`config.mk`:
```
export PLATFORM = sky130hd
export DESIGN_NAME = job_dependency_scoreboard_top
export DESIGN_NICKNAME = d
export VERILOG_FILES = /design/src/sv/jds_pkg.sv /design/src/sv/jds_front.sv /design/src/sv/jds_queue.sv /design/src/sv/jds_back.sv /design/src/sv/job_dependency_scoreboard_top.sv
export SDC_FILE = /design/constraint.sdc
export NUM_CORES = 2
export LEC_CHECK = 0
export BUFFER_PORTS_ARGS = -buffer_cell sky130_fd_sc_hd__buf_2
export CORE_MARGIN = 1.5
export CORE_UTILIZATION = 58
export DETAILED_ROUTE_END_ITERATION = 12
export HOLD_SLACK_MARGIN = 0.05
export PLACE_DENSITY = 0.77
export SYNTH_ARGS = -nofsm -noshare
export SYNTH_HDL_FRONTEND = slang
export SYNTH_HIERARCHICAL = 1
export SYNTH_SLANG_ARGS = --single-unit
```
`constraint.sdc`:
```
create_clock -name clk -period 4.7 [get_ports clk]
set_input_delay 0.235 -clock clk [delete_from_list [all_inputs] [get_ports clk]]
set_output_delay 0.235 -clock clk [all_outputs]
set_load 0.005 [all_outputs]
```
`src/sv/jds_pkg.sv`:
```
// Shared types and codes for the job dependency scoreboard.
`default_nettype none
package jds_pkg;

    localparam int FIELD_ID_W  = 8;
    localparam int QUEUE_DEPTH = 2;
    localparam int QPTR_W      = $clog2(QUEUE_DEPTH);
    localparam int QCNT_W      = $clog2(QUEUE_DEPTH + 1);

    // Request codes as they arrive on the input word.
    localparam logic [2:0] REQ_ADD    = 3'd0;
    localparam logic [2:0] REQ_REMOVE = 3'd1;
    localparam logic [2:0] REQ_FINISH = 3'd2;
    localparam logic [2:0] REQ_QUERY  = 3'd3;
    localparam logic [2:0] REQ_LIST   = 3'd4;

    typedef enum logic [1:0] {
        STATUS_OK        = 2'd0,
        STATUS_NOT_FOUND = 2'd1,
        STATUS_FULL      = 2'd2
    } status_t;

    // Classified operation handed from the front end to the back end.
    typedef enum logic [2:0] {
        OP_NOP,
        OP_ADD,
        OP_REMOVE,
        OP_CLEAR,
        OP_QUERY,
        OP_LIST
    } cmd_op_t;

    typedef enum logic [1:0] {
        ST_IDLE,
        ST_EXEC,
        ST_LIST
    } state_t;

    typedef struct packed {
        logic [2:0]            req_type;
        logic [FIELD_ID_W-1:0] job_a;
        logic [FIELD_ID_W-1:0] job_b;
        logic                  succeeded;
    } req_t;

    typedef struct packed {
        status_t               status;
        logic                  can_run;
        logic [FIELD_ID_W-1:0] prereq_id;
        logic                  prereq_valid;
        logic                  last;
    } rsp_t;

    typedef struct packed {
        cmd_op_t               op;
        logic [FIELD_ID_W-1:0] id_a;
        logic [FIELD_ID_W-1:0] id_b;
    } cmd_t;

endpackage
`default_nettype wire

```
`src/sv/jds_front.sv`:
```
// Front end: accepts request words and classifies them into table operations.
`default_nettype none
module jds_front #(
    parameter int ID_BITS = 8
) (
    input  wire logic          req_valid,
    output logic               req_ready,
    input  wire jds_pkg::req_t req_data,
    output logic               push,
    output jds_pkg::cmd_t      push_cmd,
    input  wire logic          push_ready
);
    import jds_pkg::*;

    localparam int IDW_EXT = (ID_BITS > FIELD_ID_W) ? ID_BITS : FIELD_ID_W;

    logic [IDW_EXT-1:0] a_ext;
    logic [IDW_EXT-1:0] b_ext;
    logic [IDW_EXT-1:0] a_back;
    logic [IDW_EXT-1:0] b_back;
    logic [ID_BITS-1:0] a_trunc;
    logic [ID_BITS-1:0] b_trunc;

    assign req_ready = push_ready;
    assign push      = req_valid && push_ready;

    // Ids are reduced to the table's id width here, so the back end only compares.
    // A finish without success and an unknown code both leave the table alone.
    always_comb
    begin
        a_ext   = IDW_EXT'(req_data.job_a);
        b_ext   = IDW_EXT'(req_data.job_b);
        a_trunc = a_ext[ID_BITS-1:0];
        b_trunc = b_ext[ID_BITS-1:0];
        a_back  = IDW_EXT'(a_trunc);
        b_back  = IDW_EXT'(b_trunc);
        push_cmd.id_a = a_back[FIELD_ID_W-1:0];
        push_cmd.id_b = b_back[FIELD_ID_W-1:0];
        case (req_data.req_type)
            REQ_ADD:    push_cmd.op = OP_ADD;
            REQ_REMOVE: push_cmd.op = OP_REMOVE;
            REQ_FINISH: push_cmd.op = req_data.succeeded ? OP_CLEAR : OP_NOP;
            REQ_QUERY:  push_cmd.op = OP_QUERY;
            REQ_LIST:   push_cmd.op = OP_LIST;
            default:    push_cmd.op = OP_NOP;
        endcase
    end

endmodule
`default_nettype wire

```
`src/sv/jds_queue.sv`:
```
// Short command queue between the front end and the back end.
`default_nettype none
module jds_queue (
    input  wire logic          clk,
    input  wire logic          rst_n,
    input  wire logic          push,
    input  wire jds_pkg::cmd_t push_cmd,
    output logic               push_ready,
    input  wire logic          pop,
    output jds_pkg::cmd_t      pop_cmd,
    output logic               pop_valid
);
    import jds_pkg::*;

    cmd_t              entry_reg [QUEUE_DEPTH];
    logic [QPTR_W-1:0] wr_ptr_reg;
    logic [QPTR_W-1:0] wr_ptr_next;
    logic [QPTR_W-1:0] rd_ptr_reg;
    logic [QPTR_W-1:0] rd_ptr_next;
    logic [QCNT_W-1:0] count_reg;
    logic [QCNT_W-1:0] count_next;
    logic              do_push;
    logic              do_pop;

    assign push_ready = (count_reg != QCNT_W'(QUEUE_DEPTH));
    assign pop_valid  = (count_reg != '0);
    assign pop_cmd    = entry_reg[rd_ptr_reg];
    assign do_push    = push && push_ready;
    assign do_pop     = pop && pop_valid;

    always_comb
    begin
        wr_ptr_next = do_push ? wr_ptr_reg + QPTR_W'(1) : wr_ptr_reg;
        rd_ptr_next = do_pop ? rd_ptr_reg + QPTR_W'(1) : rd_ptr_reg;
        count_next  = count_reg;
        if (do_push && !do_pop)
        begin
            count_next = count_reg + QCNT_W'(1);
        end
        else if (do_pop && !do_push)
        begin
            count_next = count_reg - QCNT_W'(1);
        end
    end

    always_ff @(posedge clk or negedge rst_n)
    begin
        if (!rst_n)
        begin
            wr_ptr_reg <= '0;
            rd_ptr_reg <= '0;
            count_reg  <= '0;
        end
        else
        begin
            wr_ptr_reg <= wr_ptr_next;
            rd_ptr_reg <= rd_ptr_next;
            count_reg  <= count_next;
        end
    end

    always_ff @(posedge clk)
    begin
        if (do_push)
        begin
            entry_reg[wr_ptr_reg] <= push_cmd;
        end
    end

endmodule
`default_nettype wire

```
`src/sv/jds_back.sv`:
```
// Back end: the pair table, its slot-parallel compares and the result register.
`default_nettype none
module jds_back #(
    parameter int TABLE_DEPTH = 32,
    parameter int ID_BITS     = 8
) (
    input  wire logic          clk,
    input  wire logic          rst_n,
    input  wire logic          cmd_valid,
    input  wire jds_pkg::cmd_t cmd_in,
    output logic               cmd_pop,
    output logic               rsp_valid,
    input  wire logic          rsp_ready,
    output jds_pkg::rsp_t      rsp_data
);
    import jds_pkg::*;

    localparam int IDW_EXT = (ID_BITS > FIELD_ID_W) ? ID_BITS : FIELD_ID_W;

    state_t                 state_reg;
    state_t                 state_next;
    cmd_t                   cmd_reg;
    logic [TABLE_DEPTH-1:0] slot_valid_reg;
    logic [TABLE_DEPTH-1:0] slot_valid_next;
    logic [ID_BITS-1:0]     dep_id_reg [TABLE_DEPTH];
    logic [ID_BITS-1:0]     pre_id_reg [TABLE_DEPTH];
    logic [TABLE_DEPTH-1:0] list_mask_reg;
    logic [TABLE_DEPTH-1:0] list_mask_next;
    logic                   out_valid_reg;
    logic                   out_valid_next;
    rsp_t                   out_word_reg;
    rsp_t                   out_word_next;

    logic [IDW_EXT-1:0]     a_ext;
    logic [IDW_EXT-1:0]     b_ext;
    logic [IDW_EXT-1:0]     pick_ext;
    logic [ID_BITS-1:0]     a_id;
    logic [ID_BITS-1:0]     b_id;
    logic [ID_BITS-1:0]     pick_id;
    logic [TABLE_DEPTH-1:0] dep_hit;
    logic [TABLE_DEPTH-1:0] pre_hit;
    logic [TABLE_DEPTH-1:0] pair_hit;
    logic [TABLE_DEPTH-1:0] free_mask;
    logic [TABLE_DEPTH-1:0] free_oh;
    logic [TABLE_DEPTH-1:0] pair_oh;
    logic [TABLE_DEPTH-1:0] list_oh;
    logic [TABLE_DEPTH-1:0] list_rest;
    logic [TABLE_DEPTH-1:0] write_oh;
    logic                   out_free;
    logic                   out_load;

    assign out_free  = !out_valid_reg || rsp_ready;
    assign rsp_valid = out_valid_reg;
    assign rsp_data  = out_word_reg;
    assign cmd_pop   = (state_reg == ST_IDLE) && cmd_valid;

    assign a_ext = IDW_EXT'(cmd_reg.id_a);
    assign b_ext = IDW_EXT'(cmd_reg.id_b);
    assign a_id  = a_ext[ID_BITS-1:0];
    assign b_id  = b_ext[ID_BITS-1:0];

    // Every slot compares against the current command at once.
    always_comb
    begin
        for (int i = 0; i < TABLE_DEPTH; i++)
        begin
            dep_hit[i]  = slot_valid_reg[i] && (dep_id_reg[i] == a_id);
            pre_hit[i]  = slot_valid_reg[i] && (pre_id_reg[i] == a_id);
            pair_hit[i] = dep_hit[i] && (pre_id_reg[i] == b_id);
        end
    end

    // Isolating the lowest set bit gives the lowest-numbered slot as a one-hot mask.
    assign free_mask = ~slot_valid_reg;
    assign free_oh   = free_mask & (~free_mask + TABLE_DEPTH'(1));
    assign pair_oh   = pair_hit & (~pair_hit + TABLE_DEPTH'(1));
    assign list_oh   = list_mask_reg & (~list_mask_reg + TABLE_DEPTH'(1));
    assign list_rest = list_mask_reg & ~list_oh;

    always_comb
    begin
        pick_id = '0;
        for (int i = 0; i < TABLE_DEPTH; i++)
        begin
            if (list_oh[i])
            begin
                pick_id = pick_id | pre_id_reg[i];
            end
        end
        pick_ext = IDW_EXT'(pick_id);
    end

    always_comb
    begin
        state_next = state_reg;
        case (state_reg)
            ST_IDLE:
            begin
                if (cmd_valid)
                begin
                    state_next = ST_EXEC;
                end
            end
            ST_EXEC:
            begin
                if (out_free)
                begin
                    state_next = ((cmd_reg.op == OP_LIST) && (|dep_hit)) ? ST_LIST : ST_IDLE;
                end
            end
            ST_LIST:
            begin
                if (out_free && (list_rest == '0))
                begin
                    state_next = ST_IDLE;
                end
            end
            default:
            begin
                state_next = ST_IDLE;
            end
        endcase
    end

    always_comb
    begin
        slot_valid_next = slot_valid_reg;
        list_mask_next  = list_mask_reg;
        write_oh        = '0;
        out_load        = 1'b0;
        out_word_next   = out_word_reg;
        case (state_reg)
            ST_EXEC:
            begin
                if (out_free)
                begin
                    out_load                   = 1'b1;
                    out_word_next              = '0;
                    out_word_next.status       = STATUS_OK;
                    out_word_next.last         = 1'b1;
                    case (cmd_reg.op)
                        OP_ADD:
                        begin
                            if (|free_mask)
                            begin
                                write_oh        = free_oh;
                                slot_valid_next = slot_valid_reg | free_oh;
                            end
                            else
                            begin
                                out_word_next.status = STATUS_FULL;
                            end
                        end
                        OP_REMOVE:
                        begin
                            if (|pair_hit)
                            begin
                                slot_valid_next = slot_valid_reg & ~pair_oh;
                            end
                            else
                            begin
                                out_word_next.status = STATUS_NOT_FOUND;
                            end
                        end
                        OP_CLEAR:
                        begin
                            slot_valid_next = slot_valid_reg & ~pre_hit;
                        end
                        OP_QUERY:
                        begin
                            out_word_next.can_run = ~|dep_hit;
                        end
                        OP_LIST:
                        begin
                            // A non-empty list is emitted from the list state instead.
                            if (|dep_hit)
                            begin
                                out_load       = 1'b0;
                                out_word_next  = out_word_reg;
                                list_mask_next = dep_hit;
                            end
                        end
                        default:
                        begin
                            out_word_next.status = STATUS_OK;
                        end
                    endcase
                end
            end
            ST_LIST:
            begin
                if (out_free)
                begin
                    out_load                   = 1'b1;
                    out_word_next              = '0;
                    out_word_next.status       = STATUS_OK;
                    out_word_next.prereq_id    = pick_ext[FIELD_ID_W-1:0];
                    out_word_next.prereq_valid = 1'b1;
                    out_word_next.last         = (list_rest == '0);
                    list_mask_next             = list_rest;
                end
            end
            default:
            begin
                out_load = 1'b0;
            end
        endcase

        if (out_load)
        begin
            out_valid_next = 1'b1;
        end
        else if (rsp_ready)
        begin
            out_valid_next = 1'b0;
        end
        else
        begin
            out_valid_next = out_valid_reg;
        end
    end

    always_ff @(posedge clk or negedge rst_n)
    begin
        if (!rst_n)
        begin
            state_reg      <= ST_IDLE;
            slot_valid_reg <= '0;
            list_mask_reg  <= '0;
            out_valid_reg  <= 1'b0;
        end
        else
        begin
            state_reg      <= state_next;
            slot_valid_reg <= slot_valid_next;
            list_mask_reg  <= list_mask_next;
            out_valid_reg  <= out_valid_next;
        end
    end

    always_ff @(posedge clk)
    begin
        if (cmd_pop)
        begin
            cmd_reg <= cmd_in;
        end
        if (out_load)
        begin
            out_word_reg <= out_word_next;
        end
        for (int i = 0; i < TABLE_DEPTH; i++)
        begin
            if (write_oh[i])
            begin
                dep_id_reg[i] <= a_id;
                pre_id_reg[i] <= b_id;
            end
        end
    end

endmodule
`default_nettype wire

```
`src/sv/job_dependency_scoreboard_top.sv`:
```
// A result word follows its accepted request word through the queue entry, the
// back end's command register and its result register. The back end takes a new
// command only when idle (pop, then execute); a list yields a word per entry.
// The two-entry command queue lets requests be taken while the back end is busy.
// Reset (rst_n, asynchronous, active low) clears every slot valid bit at once;
// there is no clearing pass and the block takes requests right after reset.
`default_nettype none
module job_dependency_scoreboard_top #(
    parameter int TABLE_DEPTH = 32,
    parameter int ID_BITS     = 8
) (
    input  wire logic          clk,
    input  wire logic          rst_n,
    input  wire logic          req_valid,
    output logic               req_ready,
    input  wire jds_pkg::req_t req_data,
    output logic               rsp_valid,
    input  wire logic          rsp_ready,
    output jds_pkg::rsp_t      rsp_data
);
    import jds_pkg::*;

    logic push;
    logic push_ready;
    cmd_t push_cmd;
    logic pop;
    logic pop_valid;
    cmd_t pop_cmd;

    jds_front #(
        .ID_BITS(ID_BITS)
    ) u_front (
        .req_valid (req_valid),
        .req_ready (req_ready),
        .req_data  (req_data),
        .push      (push),
        .push_cmd  (push_cmd),
        .push_ready(push_ready)
    );

    jds_queue u_queue (
        .clk       (clk),
        .rst_n     (rst_n),
        .push      (push),
        .push_cmd  (push_cmd),
        .push_ready(push_ready),
        .pop       (pop),
        .pop_cmd   (pop_cmd),
        .pop_valid (pop_valid)
    );

    jds_back #(
        .TABLE_DEPTH(TABLE_DEPTH),
        .ID_BITS    (ID_BITS)
    ) u_back (
        .clk      (clk),
        .rst_n    (rst_n),
        .cmd_valid(pop_valid),
        .cmd_in   (pop_cmd),
        .cmd_pop  (pop),
        .rsp_valid(rsp_valid),
        .rsp_ready(rsp_ready),
        .rsp_data (rsp_data)
    );

    // Only a listed entry can be followed by more words of the same request.
    assert property (@(posedge clk) disable iff (!rst_n)
        rsp_valid && !rsp_data.last |-> rsp_data.prereq_valid)
        else $error("non-final result word without a listed prerequisite");

    // A listed entry always carries an ok status and no can-run flag.
    assert property (@(posedge clk) disable iff (!rst_n)
        rsp_valid && rsp_data.prereq_valid |-> rsp_data.status == STATUS_OK && !rsp_data.can_run)
        else $error("listed prerequisite word has stray status or can-run");

    // Error statuses come only from single-word add and remove requests.
    assert property (@(posedge clk) disable iff (!rst_n)
        rsp_valid && rsp_data.status != STATUS_OK |-> rsp_data.last && !rsp_data.prereq_valid)
        else $error("error status on a list word");

    // A request is only taken when the queue has room.
    assert property (@(posedge clk) disable iff (!rst_n)
        req_valid && req_ready |-> push)
        else $error("accepted request word was not queued");

endmodule
`default_nettype wire
```
; ---- Word-level counts from Yosys, hierarchy flattened
; Memory sizes are Yosys's and may differ from the RTL's. A register that Yosys moved wholly into a read port is not among the register bits.
; Index checks and enable logic that the tools add are counted.
; Widths: inputs -> output; s select.
[totals]
output_inout_bits = 15
ramBits = 550
register_bits = 84
inputBits = 24
elab_cells = 691
n_memories = 3
[mem_list]
columns = name, words, width, rd, rd_ports_with_merged_regs, write_ports, line_no
row1 = u_back.dep_id_reg, 32, 8, 32, 0, 1, jds_back.sv:25  ; logic [ID_BITS-1:0] dep_id_reg [TABLE_DEPTH];
row2 = u_back.pre_id_reg, 32, 8, 32, 0, 1, jds_back.sv:26  ; logic [ID_BITS-1:0] pre_id_reg [TABLE_DEPTH];
row3 = u_queue.entry_reg, 2, 19, 1, 1, 1, jds_queue.sv:15  ; cmd_t entry_reg [QUEUE_DEPTH];
[classes]
eq_ne = 117
mux = 321
n_reduce_logical = 186
bitwise_logic = 45
addsub = 7
[ops]
columns = cell, n
row1 = $eq 8x8->1, 96
row2 = $mux 8, 94
row3 = $reduce_or 8->1, 62
row4 = $mux 32, 10
row5 = $mux 5, 62
row6 = $or 8x8->8, 31
row7 = $not 32->32, 7
row8 = $and 32x32->32, 6
row9 = $mux 1, 135
row10 = $logic_and 1x1->1, 104
row11 = $add 32x1->32 const B, 3
row12 = $pmux 32 s3, 1
row13 = $reduce_or 32->1, 3
row14 = $pmux 32 s2, 1
row15 = $mux 13, 3
row16 = $logic_not 32->1, 1
row17 = $or 32x32->32, 1
row18 = $pmux 13 s2, 1
row19 = $mux 2, 8
row20 = $ne 2x1->1 const B, 8
row21 = $pmux 3 s5, 1
row22 = $reduce_and 5->1, 3
row23 = $eq 3x2->1 const B, 4
row24 = $pmux 2 s3, 2
row25 = 18 further kinds, 29

; ---- Longest topological paths before layout
[depth]
ltp_word = 68
mapped_depth = 12
mapped_depth_nobuf = 9

; ---- Cells and area by module
; Netlist, hierarchy kept.
[modules_own_cells]
columns = module, cells_each, area_each_um2, seq_area_each_um2, n_inst
row1 = jds_back, 2585, 31740.4, 18012.3, 1
row2 = jds_queue, 77, 1589.0, 1241.2, 1
row3 = jds_front, 26, 180.2, 0.0, 1

; ---- Worst setup path after synthesis
; Ideal clock, no wire load.
[synth_path]
kind = register to register
start = reg u_back/a_ext[2] (netlist name)
end = reg u_back.out_word_reg (netlist bit u_back/rsp_data[0]), enable pin
path_slack_ps = -138
path_buffers = 2
arrival_ps = 4382
period_less_slack_ps = 4838
t_required_ps = 4244
stages_incl_launch_ff = 11
setup_time_ps = 456
path_cell_list = edfxtp_1 > buf_2 > buf_2 > xnor2_1 > nand4_1 > nor3_1 > nor4_1 > nand4_1 > nor2_1 > nor2b_1 > a2111oi_0
[synth_via]
elab_chain_cells = 8
[synth_lines]
columns = element, line_no
row1 = $eq 8x8->1, jds_back.sv:67  ; dep_hit[i] = slot_valid_reg[i] && (dep_id_reg[i] == a_id);
row2 = $logic_and 1x1->1, jds_back.sv:67
row3 = $reduce_or 32->1 *, jds_back.sv:176  ; if (|dep_hit)
row4 = $mux 1, jds_back.sv:176
row5 = $mux 1, jds_back.sv:141  ; case (cmd_reg.op)
row6 = $mux 1, jds_back.sv:135  ; if (out_free)
row7 = $pmux 1 s2, jds_back.sv:132  ; case (state_reg)
row8 = $reduce_and 5->1 (no source line) *, --
row9 = end signal: assignment, jds_back.sv:249  ; out_word_reg <= out_word_next;
row10 = end: declaration, jds_back.sv:31  ; rsp_t out_word_reg;
; Mark *: on every way between the ends. The rest lies on a longest branch, timed or not.
; A chain may end at the register's enable or synchronous reset.

; ---- Final worst setup path
[layout_path]
start = reg u_back.list_mask_reg[0]
end = reg u_back.out_word_reg (netlist bit u_back/rsp_data[9]) (data pin)
[layout_via]
elab_chain_cells = 68
[layout_lines]
columns = element, line_no
row1 = start: declaration, jds_back.sv:27  ; logic [TABLE_DEPTH-1:0] list_mask_reg;
row2 = start signal: assignment, jds_back.sv:236  ; list_mask_reg <= list_mask_next;
row3 = $not 32->32, jds_back.sv:77  ; assign list_oh = list_mask_reg & (~list_mask_reg + TABLE_DEPTH'(1));
row4 = $add 32x1->32, jds_back.sv:77
row5 = $and 32x32->32 *, jds_back.sv:77
row6 = $mux 8, jds_back.sv:85  ; if (list_oh[i])
row7 = $or 8x8->8, jds_back.sv:87  ; pick_id = pick_id | pre_id_reg[i];
row8 = $mux 8, jds_back.sv:85
row9 = $or 8x8->8, jds_back.sv:87
row10 = $mux 8, jds_back.sv:85
row11 = [52 not listed], --
row12 = $or 8x8->8, jds_back.sv:87
row13 = $mux 8, jds_back.sv:85
row14 = $or 8x8->8, jds_back.sv:87
row15 = $mux 8, jds_back.sv:85
row16 = $or 8x8->8, jds_back.sv:87
row17 = $mux 8 *, jds_back.sv:85
row18 = $mux 13 *, jds_back.sv:192  ; if (out_free)
row19 = $pmux 13 s2 *, jds_back.sv:132
; Mark *: on every way between the ends. The rest lies on a longest branch, timed or not. The select of a mux whose other input is x is not followed.

==> results.cfg <==
[cts]
clkLatencyLatePin_ps = 630
clock_sinks = 653
postCtsSetupBuffers = 0
cts.repair.resized = 0
clk_pin_slew_ps = 60
cts_root_buf = clkbuf_16
holdBufCountCts = 23
htree_levels = 3
cts_buffer_depth = 3
cts_tree = yes
cts_made_buffers = 71

[synthesis]
yosysSeqAreaShare_pct = 57.5
avgSynthCellArea_um2 = 12.5
synth_seq_cells = 653
synth_compound_area_share_pct = 7.24
synth_nets = 2716
netlist_area_um2 = 33500
synth_mux_area_share_pct = 0.638
synth.distinct_cells = 76
synth_area_leader_cell = edfxtp_1
async_flop_share_pct = 10.9
ys_warn_count = 6
synthAdderAreaFrac_pct = 0.209
synthSimpleGateAreaFrac_pct = 11.7
synth-edff-count = 582
synth_xor_area_share_pct = 20.2
synth.area.top_cells = edfxtp_1 52%, xnor2_1 13%, xor2_1 7.6%
synth_top_family_by_area = XOR/XNOR gates
syn_inst = 2688
yosysTopAreaCellShare_pct = 52.2
synthFlopType = edfxtp_1

[global_routing]
grt_use_total_pct = 35.0
grt_pass1_wl_um = 153000
grt_pass1_vias = 23466
grt_start_max_net_pins = 72
grt_overflow_total = 0
antenna_found_initial = 3

[worst_setup_path]
crit_fanout = 23
required_ps = 5130
cp-start-kind = flop
slowest_delay_ps = 810
cp.arrival_ps = 4710
crit_type = flop to flop
reg2reg_depth = 9
r2r-start = u_back/list_mask_reg[0]
r2r-end = u_back/rsp_data[9]
r2r_slack_ps = 430
critPathLaunch = u_back/list_mask_reg[0]
critical-path-slowest-cell = or4_1
end_kind = flop
crit_chain = or4_1 -> or4_4 -> nor3_2 -> nand2_1 -> nor4b_4 -> a222oi_1 -> nand3_1 -> a221oi_1 -> a21oi_1

[routing]
ant_nets = 0
viasPerCell = 6.71
initialDrtViolationCount = 3440
drt-wirelength-per-cell_um = 28.8
drc = 0
drt-total-wl_um = 104000
dr.pass1.iters = 11
num_vias = 24132

[timing]
min_period_over_period_pct = 91.0
setup_viol = 0
rsz0062_at_grt = no
period_minus_slack_ps = 4270
maxSlewHeadroom_pct = 14.2
finalHoldViolCount = 0
hold_slack_ps = 95.6
setup_slack_ps = 425
max_freq_ghz = 0.234
worst-slew-pin-transition_ps = 1290
fin_setup_tns_ps = 0
slew_viol_final = 0
finalClockSkew_ps = 35.2

[worst_hold_path]
min_from = req_valid
hp-class = input pin to flop
hold_end = u_queue/wr_ptr_reg
hold_depth = 4

[layout]
finalNonFillerCells = 3599
syn2layout_area_growth_pct = 13.3
fin_util_pct = 66.9
fin_nets = 2816
fin_area_um2 = 38000
drive_gt1_share_pct = 12.1

[place]
post-place-ws_ps = 619
io_buffers = 38
dp.final_hpwl_um = 69700
dpl-instance-area_um2 = 35300
dp_cells = 3447
place.gp.congestion = 1.07

[die]
io_pins = 39
dieArea_um2 = 59200
start_util_pct = 59.1
die_x_um = 243
fp-row-count = 87
die_height_um = 243
core_um2 = 56700

[status]
status = completed

[pwr]
p_per_area_nw_per_um2 = 585
power_mw = 22.2
vdd_drop_max_v = 0.000513
p_leak_nw = 12.7

[job]
maxCapViolCount = 0
cell usage in the layout, fill, tap and decap left out, types with 9 or more instances in the layout:
cell,instances
a22o_1,31
bufinv_16,11
o31ai_1,15
a221o_1,19
a21boi_0,9
clkinv_1,11
nand3_1,100
nor3_2,14
a31oi_1,13
a21o_1,17
and3_1,29
inv_1,30
o21ai_0,37
buf_4,103
a222oi_1,17
or3_1,11
a21oi_1,71
dlygate4sd3_1,23
mux2_2,19
buf_12,25
clkbuf_16,74
nand4_1,117
nor3_1,69
nor2_1,69
nand2_1,120
a22oi_1,20
edfxtp_1,582
nand3b_1,17
buf_2,37
dfrtp_1,71
xnor2_1,481
o22ai_1,15
nor4_1,85
a221oi_1,37
clkinv_2,15
xor2_1,292
final cells by class:
class / count / area [um2]
diodes: 2 / 5.00
clock buffers: 79 / 1880
clock inverters: 47 / 538
fillers: 3959 / 18700
inverters: 30 / 113
multi-input cells: 1843 / 13500
flip-flops and latches: 653 / 19300
well taps: 756 / 946
repair buffers: 189 / 1700
per-layer routing:
metal	GRT usage (%)	up-vias	share of wire [%]	wire, um
met5	0	-	0.012	12
met4	14.3	2	4.4	4540
met3	8.89	342	13	13800
met2	51.0	1781	43	44800
met1	50.0	11830	39	40400
li1	-	10177	-	-
cells in the mapped netlist, types with 5 or more instances:
cell      number
nand3b_1      17
nor3_1        80
xor2_1       292
a222oi_1      17
a22oi_1       20
a21o_1        17
o41ai_1        6
a22o_1        31
inv_1         30
a31oi_1       13
or2_2          5
clkbuf_1      67
nor2_1        69
xnor2_1      481
buf_4         17
and4_1         5
o31ai_1       15
dfrtp_1       71
buf_2         45
buf_1         29
nor4_1        92
a21oi_1       72
nand4_1      117
and3_1        29
nand3_1      100
a21boi_0       9
nor2b_1        8
or3_1         11
nand2_1      120
nor3b_1        8
a221o_1       19
or4_1          7
nand2b_1       8
and2_1         8
a221oi_1      37
o22ai_1       15
edfxtp_1     582
mux2_2        19
o21ai_0       37
power breakdown:
part | total [mW] | internal (mW) | switching, mW
sequential | 7.68 | 7.38 | 0.302
clock | 5.83 | 3.49 | 2.34
combinational | 8.68 | 3.13 | 5.55
worst max path at each step:
stage                                    end  slack [ps]  depth (start not counted)
after floorplan           u_back/rsp_data[0]         470                         10
after global placement    u_back/rsp_data[7]         650                          9
after detailed placement  u_back/rsp_data[7]         620                          9
after CTS                 u_back/rsp_data[9]         530                          9
after global routing      u_back/rsp_data[9]         270                          9
final                     u_back/rsp_data[9]         430                          9
critical path: cells and delay by family, from the launching register on:
kind               cells  cell delay (ps)
and+or+nand+nor        6             2930
DFF                    1              620
AOI/OAI and AO/OA      3              520
logic make-up after synthesis:
| group | Yosys count |
|---|---|
| adder cells (fa/ha/maj) | 6 |
| XOR/XNOR | 773 |
| flip-flops | 653 |
| AND/OR/NAND/NOR | 709 |
| AO/OA/AOI/OAI | 336 |
| multiplexers | 19 |
| buffers and inverters | 192 |
Note: power is estimated with default switching activity, not from simulation.
